## config.mk

```make
export PLATFORM = sky130hd
export DESIGN_NAME = kti_ctrl
export DESIGN_NICKNAME = d
export VERILOG_FILES = /design/src/rtl/kti_pkg.sv /design/src/rtl/kti_ctrl.sv
export VERILOG_INCLUDE_DIRS = /design/src /design/src/rtl
export SDC_FILE = /design/constraint.sdc
export NUM_CORES = 1
export LEC_CHECK = 0
export BUFFER_PORTS_ARGS = -buffer_cell sky130_fd_sc_hd__buf_2
export CORE_UTILIZATION = 33
export DETAILED_ROUTE_END_ITERATION = 10
export PLACE_DENSITY = 0.65
export SYNTH_ARGS = -nofsm -noshare
export SYNTH_HDL_FRONTEND = slang
export SYNTH_SLANG_ARGS = --single-unit
export TNS_END_PERCENT = 1
```

## constraint.sdc

```tcl
create_clock -name clk_i -period 2.3 [get_ports clk_i]
set_input_delay 0.575 -clock clk_i [delete_from_list [all_inputs] [get_ports clk_i]]
set_output_delay 0.575 -clock clk_i [all_outputs]
set_load 0.005 [all_outputs]
```

## src/rtl/keyframe_track_interpolator_unit_macros.svh

```systemverilog
// assertion macros for the keyframe track interpolator
`ifndef KEYFRAME_TRACK_INTERPOLATOR_UNIT_MACROS_SVH
`define KEYFRAME_TRACK_INTERPOLATOR_UNIT_MACROS_SVH
`ifndef SYNTH
`define KTI_ASSERT(lbl, clk, rst_n, prop) \
  lbl: assert property (@(posedge clk) disable iff (!rst_n) prop) else $error("kti check failed");
`define KTI_ASSERT_NORST(lbl, clk, prop) \
  lbl: assert property (@(posedge clk) prop) else $error("kti check failed");
`else
`define KTI_ASSERT(lbl, clk, rst_n, prop)
`define KTI_ASSERT_NORST(lbl, clk, prop)
`endif
`endif

```

## src/rtl/kti_pkg.sv

```systemverilog
// ----------------------------------------------------------------------------
// kti_pkg
// shared types and codes of the keyframe track interpolator
// ----------------------------------------------------------------------------
`timescale 1ns / 1ps
`default_nettype none
package kti_pkg;
  localparam int unsigned TimeW   = 24;
  localparam int unsigned WeightW = 16;
  localparam int unsigned QueryW  = 32;

  typedef enum logic [1:0] {
    OP_INSERT = 2'd0, OP_EVAL = 2'd1, OP_HINT_RST = 2'd2, OP_CLEAR = 2'd3
  } op_e;

  typedef enum logic [1:0] {
    ST_OK = 2'd0, ST_SKIP = 2'd1, ST_EMPTY = 2'd2, ST_FULL = 2'd3
  } status_e;

  typedef enum logic [3:0] {
    S_IDLE, S_INS_RD, S_INS_CMP, S_INS_MOVE, S_INS_PUT,
    S_EV_LAST, S_EV_HINT, S_EV_SCAN, S_EV_K1, S_EV_K2, S_EV_START, S_EV_DIV, S_EV_FIN,
    S_OUT
  } state_e;

  // datapath commands
  typedef enum logic [3:0] {
    C_NONE, C_LATCH, C_RD_POS, C_RD_LAST, C_RD_HINT, C_RD_SCAN, C_RD_K1, C_RD_K2,
    C_CAP_LAST, C_CAP_HINT, C_SCAN_STEP, C_SHIFT, C_PUT, C_CAP_K1, C_DIV_START,
    C_FINISH
  } cmd_e;

  typedef struct packed {
    cmd_e cmd;
  } ctl_t;

  typedef struct packed {
    logic ins_done;   // insert position reached
    logic scan_done;  // search found k2 or ran out
    logic div_done;
  } sts_t;
endpackage
`default_nettype wire

```

## src/rtl/kti_ctrl.sv

```systemverilog
// ----------------------------------------------------------------------------
// kti_ctrl
// sequencer for insert and evaluate transactions
// ----------------------------------------------------------------------------
`timescale 1ns / 1ps
`default_nettype none
`include "keyframe_track_interpolator_unit_macros.svh"
module kti_ctrl import kti_pkg::*; (
  input  wire logic clk_i,
  input  wire logic rst_ni,
  input  wire logic in_valid_i,
  output logic      in_ready_o,
  input  wire logic [1:0] op_i,
  input  wire logic do_insert_i,  // insert that has room
  input  wire logic do_eval_i,    // evaluate that is neither empty nor skipped
  output logic      out_valid_o,
  input  wire logic out_ready_i,
  input  wire sts_t sts_i,
  output ctl_t      ctl_o
);
  state_e state_q, state_d;
  logic   acc;
  assign acc = in_valid_i && in_ready_o;

  always_comb begin
    state_d = state_q;
    unique case (state_q)
      S_IDLE: begin
        if (in_valid_i) begin
          if (op_i == OP_INSERT && do_insert_i) state_d = S_INS_RD;
          else if (op_i == OP_EVAL && do_eval_i) state_d = S_EV_LAST;
          else state_d = S_OUT;
        end
      end
      S_INS_RD:   state_d = S_INS_CMP;
      S_INS_CMP:  state_d = sts_i.ins_done ? S_INS_PUT : S_INS_MOVE;
      S_INS_MOVE: state_d = S_INS_RD;
      S_INS_PUT:  state_d = S_OUT;
      S_EV_LAST:  state_d = S_EV_HINT;
      S_EV_HINT:  state_d = S_EV_SCAN;
      S_EV_SCAN:  state_d = sts_i.scan_done ? S_EV_K1 : S_EV_SCAN;
      S_EV_K1:    state_d = S_EV_K2;
      S_EV_K2:    state_d = S_EV_START;
      S_EV_START: state_d = S_EV_DIV;
      S_EV_DIV:   state_d = sts_i.div_done ? S_EV_FIN : S_EV_DIV;
      S_EV_FIN:   state_d = S_OUT;
      S_OUT:      if (out_ready_i) state_d = S_IDLE;
      default:    state_d = S_IDLE;
    endcase
  end

  always_comb begin
    ctl_o.cmd   = C_NONE;
    in_ready_o  = (state_q == S_IDLE);
    out_valid_o = (state_q == S_OUT);
    unique case (state_q)
      S_IDLE:     if (in_valid_i) ctl_o.cmd = C_LATCH;
      S_INS_RD:   ctl_o.cmd = C_RD_POS;
      S_INS_CMP:  ctl_o.cmd = C_RD_POS;  // keep key pos-1 on the read port for the move
      S_INS_MOVE: ctl_o.cmd = C_SHIFT;
      S_INS_PUT:  ctl_o.cmd = C_PUT;
      S_EV_LAST:  ctl_o.cmd = C_RD_LAST;
      S_EV_HINT:  ctl_o.cmd = C_CAP_LAST;
      S_EV_SCAN:  ctl_o.cmd = C_SCAN_STEP;
      S_EV_K1:    ctl_o.cmd = C_RD_K2;
      S_EV_K2:    ctl_o.cmd = C_NONE;
      S_EV_START: ctl_o.cmd = C_DIV_START;
      S_EV_DIV:   ctl_o.cmd = C_NONE;
      S_EV_FIN:   ctl_o.cmd = C_FINISH;
      S_OUT:      ctl_o.cmd = C_NONE;
      default:    ctl_o.cmd = C_NONE;
    endcase
  end

  always_ff @(posedge clk_i or negedge rst_ni) begin
    if (!rst_ni) state_q <= S_IDLE;
    else         state_q <= state_d;
  end

  `KTI_ASSERT(a_acc_idle, clk_i, rst_ni, acc |-> state_q == S_IDLE)
  `KTI_ASSERT(a_out_hold, clk_i, rst_ni, (out_valid_o && !out_ready_i) |=> out_valid_o)
  `KTI_ASSERT(a_no_mix, clk_i, rst_ni, !(in_ready_o && out_valid_o))
endmodule
`default_nettype wire

```

==> metrics, run 1 <==
outcome finished clean; CTS buffer count 3; max incr delay on CP 550 ps; Crit path max-delay family flip-flops; Tightest Hold Check Type in2async; critical path startpoint category register; core area 0.001186 mm²; clock-pin slew on the worst setup and hold paths 40 ps; Rows 12; Max Cap Violations 0; 1st-iter DRT viols 19; hpwl dp 739.8 µm; Worst-Skew Late Latency 230 ps; final hold vios 0; FMAX 481.8 MHz; Cell variety after synth 33; grt ovf 0; dpl cells 84; CP Cell Sequence or3_1, nand3_1, o21ai_0, buf_2; Worst path slowest cell dfrtp_1; Root Driver clkbuf_4; pre-CTS WS 464.4 ps; slew margin rel. 66.10%; GRT Util Overall 16.87%; ANT cells 0; unrepaired setup endpoints after global routing false; htree depth 1; vias per std cell 5.552; Synth-to-Final Area Change 19.22%; syn nets 70; Largest Register state_q; Critical Path End Type output pin; post-synthesis sequential area ratio 22.28%; first-pass GRT wire length 1676 µm; Mapped Avg Cell Area 7.613 µm²; CTS sink count 4; pwr dens 1471 mW/mm²; synthesized flop and latch total 4; Tmin final 2075 ps; CTS resizes 0; crit path max fanout 18; share of cells above drive strength 1 32.88%; GPL Wtd Cong 0.7161; die height 38.90 µm; chip width 38.90 µm; final setup TNS 0 ps; die area 0.001513 mm²; commonest non-fill, non-tap cell in the layout buf_2; routed len/inst 11.70 µm; most frequent cells in the layout 16 x buf_2, 6 x nor2_1, 5 x nand2_1, 4 x o21ai_1, 4 x dfrtp_1; final worst-path cycle share 90.24%; IO Count 17; Starting Density 37.87%; # nets final 86; postcts setup bufs 0; final wirelength 1018 µm; Netlist Area Pre-Place 449.2 µm²; Max Root-Sink Buffers 2; setup violators final 0; WS Path Type reg2out; CTS tree done; Max Transition Viols Final 0; post-synthesis cell count 59; r2r setup slk 780 ps; peak supply drop 561.4 µV; Residual DRC 0; IO buf count 16; Ys Warns 0; worst path arrival time 1500 ps; Worst-Margin Slew 508.5 ps; non-filler cells, final 87; Post-DRT Antenna Nets 0; number of global-route vias before repair 389; Worst EP required 1730 ps; Largest register FFs 4; Final WS setup 224.5 ps; largest registers state_q (4); vias 483; number of detailed-route iterations in the first pass 4; Buf+Inv Stages, Crit Path 1; hold buffer count at cts 0; antenna violations before repair 0; largest net degree at the start of global routing 19; P_leak 0.2543 nW; filler cell count 131; Clock Skews 1.376 ps
==> layout make-up <==
cell class	instances	area (µm²)	area share [%]
Multi-Input combinational cell	48	307.8	57.48
Sequential cell	4	100.1	18.69
Timing Repair Buffer	16	80.08	14.95
Clock buffer	3	22.52	4.206
Tap cell	14	17.52	3.271
Inverter	2	7.507	1.402
==> cell usage after synthesis (all sizes together) <==
library cell	count	area (µm²)
o21ai	7	35.03
nor2	6	22.52
buf	5	33.78
nand2	5	18.77
dfrtp	4	100.1
a21oi	3	18.77
nand3	3	15.01
a21o	2	15.01
a221oi	2	23.77
inv	2	7.500
nand2b	2	12.51
nand3b	2	15.01
or2	2	12.51
or3	2	17.52
a211oi	1	7.510
a21bo	1	10.01
a22oi	1	7.510
a311oi	1	8.760
mux2i	1	10.01
nor3b	1	7.510
nor4b	1	8.760
o211a	1	10.01
o21a	1	7.510
o22ai	1	6.260
or3b	1	8.760
xor2	1	8.760
==> per-layer routing <==
layer  track usage (%)  wire length, µm
met1             23.69              483
met2             21.67              444
met3             5.202               66
met4             10.34               23
met5                 0                0
==> logic make-up after synthesis <==
group / synth area share, %
DFF: 22.29
muxes: 2.229
AOI/OAI and AO/OA: 33.43
and+or+nand+nor: 30.92
xor gates and xnor gates: 1.950
buffers and inverters: 9.190
==> path summary, 6_finish.rpt <==
kind | startpoint | to | cells past startpoint
hold reg to reg | state_q[1] | state_q[3] | 3
min in group clk_i | out_ready_i | state_q[3] | 3
setup / recovery | state_q[3] | ctl_o[3] | 4
max in group asynchronous | rst_ni | state_q[3] | 1
setup reg to reg | state_q[0] | state_q[2] | 4
hold / removal | rst_ni | state_q[0] | 1
==> metrics by stage <==
stage	area, µm²	total power [mW]	hold WS, ps	utilization [%]
after detailed placement	513.0	0.7028	379.6	43.25
after global routing	535.5	0.8695	133.4	45.15
final	535.5	0.7875	133.6	45.15
after CTS	535.5	0.7939	129.1	45.15
after floorplan	449.2	0.6036	279.4	-
after global placement	513.0	0.6907	381.6	43.25
==> report_power, final <==
part / leakage, nW / total (mW) / internal [mW] / switching, mW
combinational: 0.192 / 0.458 / 0.242 / 0.216
clock: 0.0138 / 0.0864 / 0.0583 / 0.0281
sequential: 0.0481 / 0.243 / 0.108 / 0.135
total: 0.254 / 0.788 / 0.408 / 0.379
(Power assumes the default switching activity.)
==> run 2: changes to the inputs <==
SETUP_SLACK_MARGIN = 0.5   (was unset)
==> metrics, run 2 (synthesis gave the netlist of run 1 again) <==
peak supply drop 573.2 µV; Max Transition Viols Final 0; grt ovf 0; Worst-Skew Late Latency 230 ps; antenna violations before repair 0; Starting Density 37.87%; Worst path slowest cell dfrtp_2; htree depth 1; final wirelength 1171 µm; IO Count 17; Worst-Margin Slew 343.5 ps; first-pass GRT wire length 1856 µm; Sw Pwr 0.4260 mW; 1st-iter DRT viols 14; Sw Ratio 42.72%; filler cell count 115; core area 0.001186 mm²; WS Path Type reg2out; unrepaired setup endpoints after global routing true; Worst EP required 1730 ps; CTS tree done; Largest Register state_q; sequential share of power 18.6%; IO buf count 16; CTS buffer count 3; worst path arrival time 1310 ps; vias per std cell 5.465; Residual DRC 0; area of the multi-input gates 315.3 µm²; final worst-path cycle share 81.88%; hold buffer count at cts 0; ANT cells 0; GPL Wtd Cong 0.7161; die height 38.90 µm; commonest non-fill, non-tap cell in the layout buf_2; Post-DRT Antenna Nets 0; sequential standard cell area 105.1 µm²; chip width 38.90 µm; Tmin final 1883 ps; setup violators final 0; number of detailed-route iterations in the first pass 4; Int Power 0.5712 mW; slew margin rel. 76.78%; Max Root-Sink Buffers 2; max incr delay on CP 440 ps; FMAX 531.0 MHz; CTS sink count 4; critical path startpoint category register; routed len/inst 11.59 µm; Critical Path End Type output pin; share of cells above drive strength 1 51.72%; die area 0.001513 mm²; largest registers state_q (4); # nets final 100; final hold vios 0; Power Total 0.9972 mW; Rows 12; Root Driver clkbuf_4; pwr dens 1527 mW/mm²; Max Cap Violations 0; Clock power frac 8.6%; crit path max fanout 7; Tightest Hold Check Type in2async; most frequent cells in the layout 16 x buf_2, 13 x buf_4, 6 x nor2_1, 5 x nand2_1; GRT Util Overall 18.90%; vias 552; hpwl dp 739.8 µm; Clock Skews 2.466 ps; CP Cell Sequence or3_1, nand3_1, o21ai_0, buf_2; Largest register FFs 4; final setup TNS 0 ps; number of global-route vias before repair 454; largest net degree at the start of global routing 11; Synth-to-Final Area Change 45.40%; P_leak 0.3204 nW; hold_ws 135.2 ps; Comb power frac 72.8%; outcome finished clean; clock-pin slew on the worst setup and hold paths 40 ps
[run 2: path summary, 6_finish.rpt]
check                                  from          to  slack [ps]  cells after the start
worst max-delay path             state_q[2]    ctl_o[3]         420                      4
worst min-delay path                 rst_ni  state_q[0]         140                      1
worst max register to register   state_q[3]  state_q[2]         760                      6
worst min register to register   state_q[1]  state_q[0]         810                      4
max in group asynchronous            rst_ni  state_q[3]        2040                      1
min in group clk_i              out_ready_i  state_q[0]         640                      3
[run 2: power groups by stage]
| stage | Combinational, mW | Clock (mW) | Sequential, mW |
|---|---|---|---|
| 2_1_floorplan | 0.469 | 0 | 0.135 |
| 3_3_place_gp | 0.451 | 0 | 0.240 |
| 3_5_place_dp | 0.461 | 0 | 0.242 |
| 4_1_cts | 0.696 | 0.0900 | 0.183 |
| 5_1_grt | 0.802 | 0.0940 | 0.194 |
| 6_report | 0.726 | 0.0858 | 0.186 |
[run 2: final cells by class]
| class | count | share of cell area (%) |
|---|---|---|
| inverters | 2 | 1.149 |
| well taps | 14 | 2.682 |
| flip-flops and latches | 4 | 16.09 |
| multi-input cells | 48 | 48.28 |
| repair buffers | 30 | 28.35 |
| clock buffers | 3 | 3.448 |
[run 2: repair_timing]
| item | in CTS | in global routing |
|---|---|---|
| pin swaps | 0 | 1 |
| setup buffers | 13 | 1 |
| gates resized for setup | 6 | 3 |
| setup endpoints to repair | 6 | 5 |
| endpoints found under the hold margin | 0 | 0 |
[run 2: worst max-delay path: cells and delay by family, from the launching register on]
kind	cells	cell delay [ps]
simple gates	2	440
flops	1	440
buf+inv	1	130
compound gates	1	70
[run 2: metrics by stage]
step / utilization [%] / instance area (µm²) / cells / setup WS [ps]
2_1_floorplan: - / 449.2 / 59 / 676.7
3_3_place_gp: 43.25 / 513.0 / 84 / 500.1
3_5_place_dp: 43.25 / 513.0 / 84 / 464.4
4_1_cts: 54.01 / 640.6 / 100 / 423.2
5_1_grt: 55.06 / 653.1 / 101 / 357.9
6_report: 55.06 / 653.1 / 101 / 416.7
[run 2: layer usage]
| layer | vias up | GRT usage [%] | part of all wire, % |
|---|---|---|---|
| met4 | 0 | 12.93 | 1.2 |
| met3 | 2 | 5.202 | 6.3 |
| met2 | 28 | 27.92 | 46 |
| li1 | 272 | - | - |
| met5 | - | 0 | 0 |
| met1 | 250 | 23.34 | 46 |
==> run 3: changes to the inputs <==
ABC_AREA = 1   (was unset)
PLACE_DENSITY = 0.64   (was 0.65)
clock period = 1.95 ns   (was 2.3 ns; I/O delays follow)
==> metrics, run 3 <==
chip width 40.01 µm; CTS buffer count 3; die area 0.001600 mm²; Reg-to-Reg Start state_q[0]; WS Path Type reg2out; largest registers state_q (4); 1st-iter DRT viols 30; Clock Skews 0.3719 ps; Worst EP required 1460 ps; ANT cells 0; # nets final 118; max incr delay on CP 460 ps; Comb power frac 69.8%; routed len/inst 9.542 µm; largest net degree at the start of global routing 8; Crit path max-delay family flip-flops; Worst-Skew Late Latency 230 ps; htree depth 1; main flop type after synthesis dfrtp_1; Ys Warns 0; critical path depth 5; pwr dens 1762 mW/mm²; most used cell, CP nand2_1; synthesized flop and latch total 4; Core Util, Final 49.95%; Worst path slowest cell dfrtp_2; FMAX 594.4 MHz; hold buffer count at cts 0; Residual DRC 0; die height 40.01 µm; r2r endpoint state_q[0]; clock-pin slew on the worst setup and hold paths 40 ps; Starting Density 36.18%; Tmin final 1682 ps; post-synthesis sequential area ratio 21.00%; area of the multi-input gates 330.3 µm²; final worst-path cycle share 86.27%; crit path max fanout 7; final hold vios 0; most frequent cells in the layout 21 x nand2_1, 16 x nor2_1, 16 x buf_2, 9 x inv_1, 6 x nand3_1; final wirelength 1145 µm; number of detailed-route iterations in the first pass 4; filler cell count 137; commonest cells in the synthesized netlist 22 x nand2_1, 17 x nor2_1, 12 x inv_1, 6 x nand3_1, 4 x dfrtp_1; CP Cell Sequence nand2_1, inv_1, nand2_1, o221ai_2, buf_2; post-synthesis cell count 82; number of global-route vias before repair 467; IO Count 17; R2R cell count 8; commonest non-fill, non-tap cell in the layout nand2_1; IO buf count 16; Tightest Hold Check Type in2async; Clock power frac 8.4%; slew margin rel. 82.96%; Rows 13; Critical Path End Type output pin; r2r setup slk 660 ps; Sw Pwr 0.5821 mW; Cell variety after synth 21; antenna violations before repair 0; Max Transition Viols Final 0; hold_ws 54.15 ps; Worst-Margin Slew 254.7 ps; cell area after layout 658.1 µm²; core area 0.001318 mm²; Sw Ratio 50.19%; setup violators final 0; critical path startpoint category register; hpwl dp 855.5 µm; synth top area cells dfrtp_1 21%, nand2_1 17%, nor2_1 13%; P_leak 0.3743 nW; final setup TNS 0 ps; Mapped Avg Cell Area 5.814 µm²; top cell type's share of synthesized area 21.00%; Netlist Area Pre-Place 476.7 µm²; syn nets 93; share of cells above drive strength 1 42.86%; Max Root-Sink Buffers 2; worst path arrival time 1190 ps; peak supply drop 621.3 µV; Buf+Inv Stages, Crit Path 2; crit path to ctl_o[0]; Largest register FFs 4; sequential standard cell area 105.1 µm²; Post-DRT Antenna Nets 0; CTS tree done; Root Driver clkbuf_4; EDFF count, synth 0; Largest Register state_q; GRT Util Overall 17.09%; outcome finished clean; Power Total 1.160 mW; first-pass GRT wire length 1814 µm; ys async rst share 100.0%; Synth-to-Final Area Change 38.06%; count leader, synth nand2_1; GPL Wtd Cong 0.8775; Max Cap Violations 0; grt ovf 0; unrepaired setup endpoints after global routing true; leading area contributor after synthesis dfrtp_1; sequential share of power 21.8%; vias 580; CTS sink count 4; Area after DPL 556.8 µm²; vias per std cell 4.833; Int Power 0.5776 mW; CP startpoint state_q[1]
run 3: worst min-delay path by stage:
stage / from / end / slack [ps] / depth (start not counted)
2_1_floorplan: rst_ni / state_q[0] / 190 / 0
3_3_place_gp: rst_ni / state_q[3] / 290 / 1
3_5_place_dp: rst_ni / state_q[3] / 290 / 1
4_1_cts: rst_ni / state_q[3] / 50 / 1
5_1_grt: rst_ni / state_q[0] / 40 / 1
6_report: rst_ni / state_q[2] / 50 / 1
run 3: logic make-up after synthesis:
family	after synthesis	synth area share, %
flops	4	21.00
buf+inv	16	14.96
simple gates	53	51.71
compound gates	9	12.34
run 3: power groups by stage:
stage	combinational, mW	clock, mW	sequential [mW]
2_1_floorplan	0.554	0	0.170
3_3_place_gp	0.636	0	0.240
3_5_place_dp	0.630	0	0.243
4_1_cts	0.788	0.101	0.247
5_1_grt	0.917	0.113	0.258
6_report	0.810	0.0973	0.252
run 3: final cells by class:
| class | instances | area share, % |
|---|---|---|
| Clock buffer | 3 | 3.422 |
| Inverter | 14 | 7.985 |
| Multi-Input combinational cell | 62 | 50.19 |
| Sequential cell | 4 | 15.97 |
| Tap cell | 15 | 2.852 |
| Timing Repair Buffer | 22 | 19.58 |
run 3: per-layer routing:
layer	GRT usage, %	part of all wire [%]	vias up
met3	3.333	6.6	0
met1	21.92	44	253
met2	28.63	49	25
met5	0	0	-
li1	-	-	302
met4	5.172	0	0
run 3: stage by stage:
| stage | std cells | setup slack (ps) |
|---|---|---|
| floorplan | 82 | 582.3 |
| global placement | 111 | 355.0 |
| detailed placement | 111 | 338.0 |
| CTS | 120 | 249.7 |
| global route | 120 | 217.3 |
| finish | 120 | 267.7 |
run 3: timing repair:
action                                  CTS  global route
setup buffers                             6             0
endpoints found under the setup margin    6             6
pin swaps                                 2             2
gates resized for setup                  11             4
hold endpoints to repair                  0             0
